--- src/hdl/lanc_pkg.sv ---
package lanc_pkg;

    localparam int TAP_COUNT            = 10;
    localparam int WEIGHT_FRACTION_BITS = 30;
    localparam int STEP_FRACTION_BITS   = 56;
    localparam int UPDATE_SHIFT         = STEP_FRACTION_BITS - WEIGHT_FRACTION_BITS;

    localparam int SAMPLE_W = 16;
    localparam int WEIGHT_W = 32;
    localparam int STEP_W   = 24;
    localparam int MUL_B_W  = STEP_W + 1;
    localparam int PROD_W   = WEIGHT_W + MUL_B_W;
    localparam int IDX_W    = (TAP_COUNT > 1) ? $clog2(TAP_COUNT) : 1;

    localparam logic [STEP_W-1:0] STEP_RESET = STEP_W'(72058);
    localparam logic [IDX_W-1:0]  LAST_IDX   = IDX_W'(TAP_COUNT - 1);

    typedef logic signed [SAMPLE_W-1:0] sample_t;
    typedef logic signed [WEIGHT_W-1:0] weight_t;
    typedef logic signed [MUL_B_W-1:0]  mul_b_t;
    typedef logic signed [PROD_W-1:0]   prod_t;
    typedef logic [IDX_W-1:0]           tap_idx_t;

    typedef struct packed {
        logic     shift;
        logic     wr_en;
        tap_idx_t idx;
    } tap_ctl_t;

    typedef enum logic [2:0] {
        ST_IDLE,
        ST_FIR,
        ST_DRAIN,
        ST_ERR,
        ST_UPD_A,
        ST_UPD_B,
        ST_UPD_W
    } lanc_state_t;

endpackage

--- src/hdl/lanc_mult.sv ---
module lanc_mult
    import lanc_pkg::*;
(
    input  logic    clk,
    input  logic    en,
    input  weight_t a,
    input  mul_b_t  b,
    output prod_t   prod
);

    prod_t prod_reg;

    always_ff @(posedge clk)
    begin
        if (en)
        begin
            prod_reg <= a * b;
        end
    end

    assign prod = prod_reg;

endmodule

--- src/hdl/lanc_tap_store.sv ---
module lanc_tap_store
    import lanc_pkg::*;
(
    input  logic     clk,
    input  logic     rst_n,
    input  tap_ctl_t ctl,
    input  sample_t  ref_in,
    input  weight_t  w_wr_data,
    output weight_t  w_rd,
    output sample_t  x_rd
);

    weight_t w_reg [TAP_COUNT];
    sample_t x_reg [TAP_COUNT];

    // delay line, newest sample at tap 0
    always_ff @(posedge clk or negedge rst_n)
    begin
        if (!rst_n)
        begin
            for (int i = 0; i < TAP_COUNT; i++)
            begin
                x_reg[i] <= '0;
            end
        end
        else if (ctl.shift)
        begin
            for (int i = TAP_COUNT - 1; i > 0; i--)
            begin
                x_reg[i] <= x_reg[i-1];
            end
            x_reg[0] <= ref_in;
        end
    end

    always_ff @(posedge clk or negedge rst_n)
    begin
        if (!rst_n)
        begin
            for (int i = 0; i < TAP_COUNT; i++)
            begin
                w_reg[i] <= '0;
            end
        end
        else if (ctl.wr_en)
        begin
            w_reg[ctl.idx] <= w_wr_data;
        end
    end

    assign w_rd = w_reg[ctl.idx];
    assign x_rd = x_reg[ctl.idx];

endmodule

--- src/hdl/lms_adaptive_noise_canceller_top.sv ---
// lms adaptive noise canceller
//
// input stream s_*: one request carries a reference noise sample and a primary
// sample (signal plus correlated noise). output stream m_*: one request per
// input with error = primary - fir estimate, saturated to 16 bits.
// cfg_wr_en / cfg_wr_data write the 24-bit lms step size; write only when idle.
//
// one shared 32x25 multiplier does all the work under a small sequencer:
// one fir product per tap plus a drain step, an error step that forms the
// error, then three steps per tap for the weight update (err*x, times step,
// write back). the result is loaded into the output register in the error
// step; a new input is taken only in idle, after the weight update of every
// tap, so the multiplier passes over the taps set the input rate.
//
// reset clears weights, delay line and the output register and loads the
// default step size. a stalled receiver holds the result in the output
// register; the block still takes the next input and waits in the error step
// until that register is free, so the input stalls after one more request.
module lms_adaptive_noise_canceller_top
    import lanc_pkg::*;
(
    input  logic              clk,
    input  logic              rst_n,
    input  logic              s_tvalid,
    output logic              s_tready,
    input  logic [31:0]       s_tdata,     // primary_sample, reference_sample
    output logic              m_tvalid,
    input  logic              m_tready,
    output logic [15:0]       m_tdata,     // error_sample
    input  logic              cfg_wr_en,
    input  logic [STEP_W-1:0] cfg_wr_data
);

    localparam int ACC_W  = PROD_W;
    localparam int DIFF_W = ACC_W + 1;
    localparam int WS_W   = PROD_W + 1;

    lanc_state_t state_reg, state_next;
    tap_idx_t    idx_reg, idx_next;
    logic signed [ACC_W-1:0] acc_reg, acc_next;
    sample_t     primary_reg, primary_next;
    sample_t     err_reg, err_next;
    sample_t     out_data_reg, out_data_next;
    logic        out_vld_reg, out_vld_next;
    logic [STEP_W-1:0] step_reg;

    tap_ctl_t ctl;
    weight_t  w_rd, w_wr_data, mult_a;
    sample_t  x_rd;
    mul_b_t   mult_b;
    logic     mult_en;
    prod_t    prod;
    logic     accept;

    logic signed [ACC_W-1:0]  est;
    logic signed [DIFF_W-1:0] diff;
    prod_t                    upd;
    logic signed [WS_W-1:0]   wsum;

    assign accept = s_tvalid && s_tready;

    lanc_tap_store u_store (
        .clk       (clk),
        .rst_n     (rst_n),
        .ctl       (ctl),
        .ref_in    (sample_t'(s_tdata[15:0])),
        .w_wr_data (w_wr_data),
        .w_rd      (w_rd),
        .x_rd      (x_rd)
    );

    lanc_mult u_mult (
        .clk  (clk),
        .en   (mult_en),
        .a    (mult_a),
        .b    (mult_b),
        .prod (prod)
    );

    always_ff @(posedge clk or negedge rst_n)
    begin
        if (!rst_n)
        begin
            step_reg <= STEP_RESET;
        end
        else if (cfg_wr_en)
        begin
            step_reg <= cfg_wr_data;
        end
    end

    always_ff @(posedge clk or negedge rst_n)
    begin
        if (!rst_n)
        begin
            state_reg    <= ST_IDLE;
            idx_reg      <= '0;
            out_vld_reg  <= 1'b0;
            out_data_reg <= '0;
        end
        else
        begin
            state_reg    <= state_next;
            idx_reg      <= idx_next;
            out_vld_reg  <= out_vld_next;
            out_data_reg <= out_data_next;
        end
    end

    always_ff @(posedge clk)
    begin
        acc_reg     <= acc_next;
        primary_reg <= primary_next;
        err_reg     <= err_next;
    end

    // error and weight update arithmetic
    always_comb
    begin
        est  = acc_reg >>> WEIGHT_FRACTION_BITS;
        diff = DIFF_W'(primary_reg) - DIFF_W'(est);
        upd  = prod >>> UPDATE_SHIFT;
        wsum = WS_W'(w_rd) + WS_W'(upd);
        if (diff[DIFF_W-1:SAMPLE_W-1] != {(DIFF_W-SAMPLE_W+1){diff[DIFF_W-1]}})
        begin
            err_next = diff[DIFF_W-1] ? sample_t'(-32768) : sample_t'(32767);
        end
        else
        begin
            err_next = diff[SAMPLE_W-1:0];
        end
        if (wsum[WS_W-1:WEIGHT_W-1] != {(WS_W-WEIGHT_W+1){wsum[WS_W-1]}})
        begin
            w_wr_data = wsum[WS_W-1] ? {1'b1, {(WEIGHT_W-1){1'b0}}}
                                     : {1'b0, {(WEIGHT_W-1){1'b1}}};
        end
        else
        begin
            w_wr_data = wsum[WEIGHT_W-1:0];
        end
    end

    always_comb
    begin
        state_next    = state_reg;
        idx_next      = idx_reg;
        acc_next      = acc_reg;
        primary_next  = primary_reg;
        out_vld_next  = out_vld_reg && !m_tready;
        out_data_next = out_data_reg;
        s_tready      = (state_reg == ST_IDLE);
        mult_en       = 1'b0;
        mult_a        = w_rd;
        mult_b        = MUL_B_W'(x_rd);
        ctl.shift     = accept;
        ctl.wr_en     = 1'b0;
        ctl.idx       = idx_reg;
        unique case (state_reg)
            ST_IDLE:
            begin
                if (accept)
                begin
                    primary_next = sample_t'(s_tdata[31:16]);
                    acc_next     = '0;
                    idx_next     = '0;
                    state_next   = ST_FIR;
                end
            end
            ST_FIR:
            begin
                mult_en = 1'b1;
                if (idx_reg != '0)
                begin
                    acc_next = acc_reg + ACC_W'(prod);
                end
                if (idx_reg == LAST_IDX)
                begin
                    idx_next   = '0;
                    state_next = ST_DRAIN;
                end
                else
                begin
                    idx_next = idx_reg + 1'b1;
                end
            end
            ST_DRAIN:
            begin
                acc_next   = acc_reg + ACC_W'(prod);
                state_next = ST_ERR;
            end
            ST_ERR:
            begin
                if (!out_vld_reg || m_tready)
                begin
                    out_vld_next  = 1'b1;
                    out_data_next = err_next;
                    state_next    = ST_UPD_A;
                end
            end
            ST_UPD_A:
            begin
                mult_en    = 1'b1;
                mult_a     = WEIGHT_W'(err_reg);
                state_next = ST_UPD_B;
            end
            ST_UPD_B:
            begin
                mult_en    = 1'b1;
                mult_a     = prod[WEIGHT_W-1:0];
                mult_b     = {1'b0, step_reg};
                state_next = ST_UPD_W;
            end
            ST_UPD_W:
            begin
                ctl.wr_en = 1'b1;
                if (idx_reg == LAST_IDX)
                begin
                    idx_next   = '0;
                    state_next = ST_IDLE;
                end
                else
                begin
                    idx_next   = idx_reg + 1'b1;
                    state_next = ST_UPD_A;
                end
            end
            default:
            begin
                state_next = ST_IDLE;
            end
        endcase
    end

    assign m_tvalid = out_vld_reg;
    assign m_tdata  = out_data_reg;

endmodule
--- config.mk ---
export PLATFORM = sky130hd
export DESIGN_NAME = lms_adaptive_noise_canceller_top
export DESIGN_NICKNAME = d
export VERILOG_FILES = /design/src/hdl/lanc_pkg.sv /design/src/hdl/lanc_mult.sv /design/src/hdl/lanc_tap_store.sv /design/src/hdl/lms_adaptive_noise_canceller_top.sv
export SDC_FILE = /design/constraint.sdc
export NUM_CORES = 2
export LEC_CHECK = 0
export BUFFER_PORTS_ARGS = -buffer_cell sky130_fd_sc_hd__buf_2
export CAP_MARGIN = 40
export CORE_MARGIN = 2
export CORE_UTILIZATION = 35
export CTS_CLUSTER_SIZE = 14
export DETAILED_ROUTE_END_ITERATION = 12
export GPL_TIMING_DRIVEN = 0
export HOLD_SLACK_MARGIN = 0.08
export MAX_ROUTING_LAYER = met4
export SETUP_SLACK_MARGIN = 0.05
export SYNTH_ARGS = -nofsm -noshare
export SYNTH_HDL_FRONTEND = slang
export SYNTH_SLANG_ARGS = --single-unit
--- constraint.sdc ---
create_clock -name clk -period 9.2 [get_ports clk]
set_input_delay 1.38 -clock clk [delete_from_list [all_inputs] [get_ports clk]]
set_output_delay 1.38 -clock clk [all_outputs]
set_load 0.05 [all_outputs]
Word level (Yosys, flattened, before mapping)
Cells that the tools add are included.
Word-level totals
  bits in registers: 674
  latch bits: 0
  RAM bits: 0
  bits in read-only memories: 0
  bits of input ports: 61
  output and inout bits: 18
  logic and storage cells: 97
  memories kept: 0
Cells by class
  add/sub/neg operators: 4
  multipliers: 1
  divide/modulo/power cells: 0
  $lt $le $gt $ge: 2
  eq/ne operators: 13
  shifts and indexed selects: 0
  muxes and demuxes: 30
  bitwise logic cells: 1
  reduce and logical (&&, ||, !) cells: 17
Operators by type and width (count)
  $bwmux W320: 1
  $pmux W57 S3: 1
  $mux W32: 5
  $bmux W32 S4: 1
  $demux W32 S4: 1
  $mux W57: 2
  $bmux W16 S4: 1
  $mux W16: 4
  $pmux W32 S2: 1
  $add A57 B57 Y57: 1
  $mul A32 B25 Y57: 1
  $ne A42 B42 Y1: 1
  $add A32 B31 Y33: 1
  $sub A16 B27 Y28: 1
  $ne A26 B26 Y1: 1
  $mux W25: 1
  $pmux W3 S7: 1
  $mux W3: 4
  $eq A3 B3 Y1 const B: 3
  $mux W4: 2
  $pmux W4 S2: 1
  $eq A3 B2 Y1 const B: 2
  $ne A2 B2 Y1 const B: 3
  $reduce_and A2 Y1: 3
  other kinds (18): 25

Longest topological paths before layout
  word-level depth: 8
  depth in mapped cells: 39
  gate-level depth less buffers: 34

Modules after synthesis
From an unflattened synthesis, not the netlist that was laid out.
Unflattened totals
  cell total of the unflattened synthesis: 6128
  area, all modules: 64229.1 µm²
By module, submodules not included
  lanc_mult: times used 1, cells each 3178, area each 30136.4 µm², seq. area each 1711.6 µm²
  lanc_tap_store: times used 1, cells each 1560, area each 22093.7 µm², seq. area each 12011.5 µm²
  lms_adaptive_noise_canceller_top: times used 1, cells each 1390, area each 11999.0 µm², seq. area each 3724.8 µm²

Worst setup path after synthesis
OpenSTA, ideal clock, no wires.
  kind: register to register
  from: reg idx_reg[0]
  to: reg u_mult.prod_reg[56] (netlist: u_mult.prod[56]) (data pin)
  setup time: 0.138 ns
  data arrival time: 9.684 ns
  required time: 9.062 ns
  path slack: -0.622 ns
  cell stages (with the launch flop): 34
  path buffers: 5
  clock period less this slack: 9.822 ns
  cell sequence: dfrtp_1 -> buf_2 -> buf_1 -> buf_1 -> mux4_2 -> mux2i_1 -> o211ai_1 -> o21ai_1 -> clkbuf_1 -> nor2_1 -> fa_1 -> fa_1 -> inv_1 -> fa_1 -> inv_1 -> fa_1 -> fa_1 -> fa_1 -> inv_1 -> fa_1 -> inv_1 -> ha_1 -> clkbuf_1 -> a21o_1 -> a21o_1 -> a21o_1 -> a21o_1 -> a21oi_1 -> o21ai_0 -> o31ai_1 -> a31oi_1 -> a221o_1 -> or4_1 -> nand4_1
On the way
  longest elaborated chain between the ends: 6
  elaborated cells on any way between the ends: 10
  classes of those cells: mul (1); mux (8); bitwise (1)
RTL lines
  from (decl): RTL line lms_adaptive_noise_canceller_top.sv:39  | tap_idx_t idx_reg, idx_next;
  from (signal assigned): RTL line lms_adaptive_noise_canceller_top.sv:104  | idx_reg <= idx_next;
  $not A4 Y5 (implied by the code) (*): RTL line lanc_tap_store.sv:51, lanc_tap_store.sv:52
  $bmux W32 S4 or $bmux W16 S4 (tied branches): RTL line lanc_tap_store.sv:51, lanc_tap_store.sv:52
  $mux W32 (implied by the code) or $mux W16 (tied branches) (2 in a row): RTL line lanc_tap_store.sv:51, lanc_tap_store.sv:52
  $pmux W32 S2 or $mux W25 (tied branches): RTL line lms_adaptive_noise_canceller_top.sv:158  | unique case (state_reg)
  $mul A32 B25 Y57 (*): RTL line lanc_mult.sv:17  | prod_reg <= a * b;
  to (signal assigned): RTL line lanc_mult.sv:17
  to (decl): RTL line lanc_mult.sv:11  | prod_t prod_reg;
Every way passes the cells marked *; elsewhere a longest branch is shown, timed or not. The select of a mux whose other input is x is not followed.
A chain may end at the register's enable or synchronous reset.

Final worst setup path
Same ends and word-level chain as after synthesis.

==> reports/qor.csv <==
stage,metric,value,unit
run_status,status,finished with violations,
run_status,failing checks,negative setup slack,
sta,final setup fails,6,
sta,worst slew pin tran,0.9581,ns
floorplanning,num rows,153,
finish,Nets,7704,
critical_path,CP endpoint,u_mult.prod[56]$_DFFE_PP_,
routing,post-DR wirelength/cell,24.05,um
placed_design,IO Port Bufs,77,
critical_path,CP arrival,10.10,ns
finish,number of fill cells,16965,
critical_path,Critical Path RT,9.75,ns
finish,Final Util,0.4186,
critical_path,Startpoint Class,flip-flop,
clock_network,CTS H-tree depth,3,
routing,Pre-antenna DRT Iters,6,
clock_network,Sink Count,674,
critical_path,r2r worst-path depth,33,
finish,max reg flops,320,
global_route,grt ovf,0,
logic_synthesis,Ys Warns,0,
critical_path,slowest CP cell,fa_2,
logic_synthesis,Avg Inst Size Synth,9.966,um2
logic_synthesis,cell taking the most area after synthesis,fa_1,
routing,Vias,48199,
finish,highest-count cells in the layout ignoring fill and taps,"inv_1 (820), nand2_1 (814), fa_1 (790), dfrtp_1 (515), nor2_1 (495)",
floorplanning,CORE AREA,0.1742,mm2
sta,RSZ-0062 raised after global routing,yes,
clock_network,number of CTS-inserted buffers,78,
floorplanning,die height,423.3,um
critical_path,crit-path max FO,7,
global_route,first-pass GRT wire length,315200,um
sta,post-layout min period,9.555,ns
clock_network,clk slew on worst S/H paths,0.06,ns
logic_synthesis,Post-synth EDFFs,130,
clock_network,CTS tree,built,
floorplanning,io pins,79,
logic_synthesis,"top cells by area, synth","fa_1 (27%), dfrtp_1 (21%), edfxtp_1 (6.3%), ha_1 (5.5%), nand2_1 (5.1%)",
critical_path,r2r startpoint,idx_reg[0]$_DFFE_PN0P_,
routing,DR vias/cell,5.391,
critical_path,worst setup path start,idx_reg[0]$_DFFE_PN0P_,
sta,final count of hold timing violations,0,
sta,Layout Skew,0.06641,ns
critical_path,Crit path top cell by count,fa_2,
routing,antenna-violating nets left,0,
job,max_cap viols,0,
critical_path,Critical Path Max Stage Delay,0.65,ns
critical_path,reg-to-reg setup timing slack,-0.36,ns
critical_path,RR Endpoint,u_mult.prod[56]$_DFFE_PP_,
global_route,largest net degree at the start of global routing,111,
sta,Final Max Tran Viols,0,
logic_synthesis,Mapped Nets,7328,
logic_synthesis,Synth Flop Type,dfrtp_1,
finish,Area growth syn-to-layout,18.50,%
logic_synthesis,Syn Inst Count,6175,
finish,share of layout cells above drive strength 1,0.1911,
sta,FMAX,104.7,MHz
sta,Tcrit/Tclk final,1.039,
global_route,vias in the first global route,48690,
placed_design,routability cong.,1.062,
routing,Post-Route WL,215000,um
critical_path,CP Capture Type,flip-flop,
placed_design,dpl hpwl,171200,um
logic_synthesis,post-synthesis cell area,0.06154,mm2
critical_path,Setup CP Type,flip-flop to flip-flop,
sta,Slew headroom,0.3599,
min_path,Tightest Hold Check Type,flip-flop to flip-flop,
logic_synthesis,"Distinct cells, synth",86,
finish,"most common cell after layout, fill and taps aside",inv_1,
floorplanning,initial core utilization,0.3533,
logic_synthesis,"Seq/Total Area, Yosys",0.2835,
sta,Setup TNS,-0.8456,ns
global_route,GRT Util Overall,0.2433,
global_route,initial antenna violation count,6,
routing,drt initial violations,4716,
clock_network,Skew-Pair Late Insertion Delay,0.72,ns
logic_synthesis,post-synth top area share,0.2677,
routing,Post-route DRC,0,
sta,setup ws final,-0.3551,ns
clock_network,Max clock buf depth,3,
logic_synthesis,Yosys reg bits,674,
logic_synthesis,Post-synth ARST share,0.7834,
clock_network,clk root buf,clkbuf_16,
floorplanning,Die Footprint,0.1792,mm2
floorplanning,Die X,423.3,um
-- critical path, delay by kind of cell, from the launching register on --
kind	cells	cell delay, ns
AND/OR/NAND/NOR	6	1.38
buffers and inverters	10	1.42
AO/OA/AOI/OAI	7	1.34
multiplexers	2	0.72
flip-flops	1	0.38
adder cells (fa/ha/maj)	8	4.12
-- cells by family after synthesis --
kind of cell,synth area share
compound gates,0.1042
xor+xnor,0.02320
fa+ha+maj,0.3231
buf+inv,0.07151
flops,0.2835
mux,0.08086
simple gates,0.1136
-- metrics by stage --
step	instance area (um2)	cells	hold WS (ns)	setup WS, ns
floorplan	61570	6175	0.4432	0.05829
global placement	64860	8577	0.4568	-4.228
detailed placement	65960	8669	0.4646	-3.193
CTS	70800	8844	0.4773	-0.4725
global route	72920	8939	0.4914	-0.5259
finish	72930	8941	0.4737	-0.3551
-- area by class of cell --
class                      count  area [um2]  area share
antenna                        3       7.507   0.0001029
buffer                       310        2377     0.03260
clock buffer                 110        2255     0.03092
clock inverter                32       340.3    0.004667
inverter                     841        3173     0.04351
multi-input combinational   4335       41530      0.5694
sequential                   674       17450      0.2393
tap                         2325        2909     0.03989
timing repair buffer         311        2885     0.03956
-- synth_stat cells, types with 14 or more instances --
cell	count
mux2_2	200
nor3_1	23
nor2_1	531
ha_1	269
xnor2_1	94
a31oi_1	34
o21ai_1	59
a22oi_1	45
nor2b_1	26
mux4_2	96
o21bai_1	20
o21a_1	26
edfxtp_1	130
o21ai_0	364
a21o_1	115
clkbuf_1	294
nand4_1	19
inv_1	839
buf_1	22
a21oi_1	238
nand3_1	34
xor2_1	69
o211ai_1	14
fa_1	823
o31ai_1	21
and3_1	25
and2_1	69
dfxtp_1	16
dfrtp_1	519
nand2_1	840
mux2i_1	55
nand2b_1	61
-- metal layers --
| metal | GRT usage | wire, um | up-vias |
|---|---|---|---|
| met1 | 0.3107 | 85660 | 24796 |
| met5 | - | 0 | - |
| met3 | 0.04116 | 17160 | 539 |
| met4 | 0.1176 | 12720 | 0 |
| li1 | - | - | 20860 |
| met2 | 0.3760 | 99490 | 2004 |
-- worst min path at each step --
stage,depth (start not counted),slack (ns),to,from
final,2,0.47,u_store.w_reg[245]$_DFFE_PN0P_,u_store.w_reg[245]$_DFFE_PN0P_
after global routing,2,0.49,u_store.w_reg[113]$_DFFE_PN0P_,u_store.w_reg[113]$_DFFE_PN0P_
after CTS,2,0.48,u_store.w_reg[245]$_DFFE_PN0P_,u_store.w_reg[245]$_DFFE_PN0P_
after detailed placement,2,0.46,u_store.w_reg[245]$_DFFE_PN0P_,u_store.w_reg[245]$_DFFE_PN0P_
after global placement,2,0.46,u_store.w_reg[202]$_DFFE_PN0P_,u_store.w_reg[202]$_DFFE_PN0P_
after floorplan,2,0.44,u_store.w_reg[121]$_DFFE_PN0P_,u_store.w_reg[121]$_DFFE_PN0P_
-- what timing repair did --
action,in CTS,in global routing
endpoints found under the setup margin,46,25
resized for setup,619,429
buffers inserted,44,90
gates cloned,1,6
pin swaps,36,126
hold buffers,0,0
Power is not shown: default switching activity piles up to over one toggle a cycle in this logic, so the estimate is an artifact.
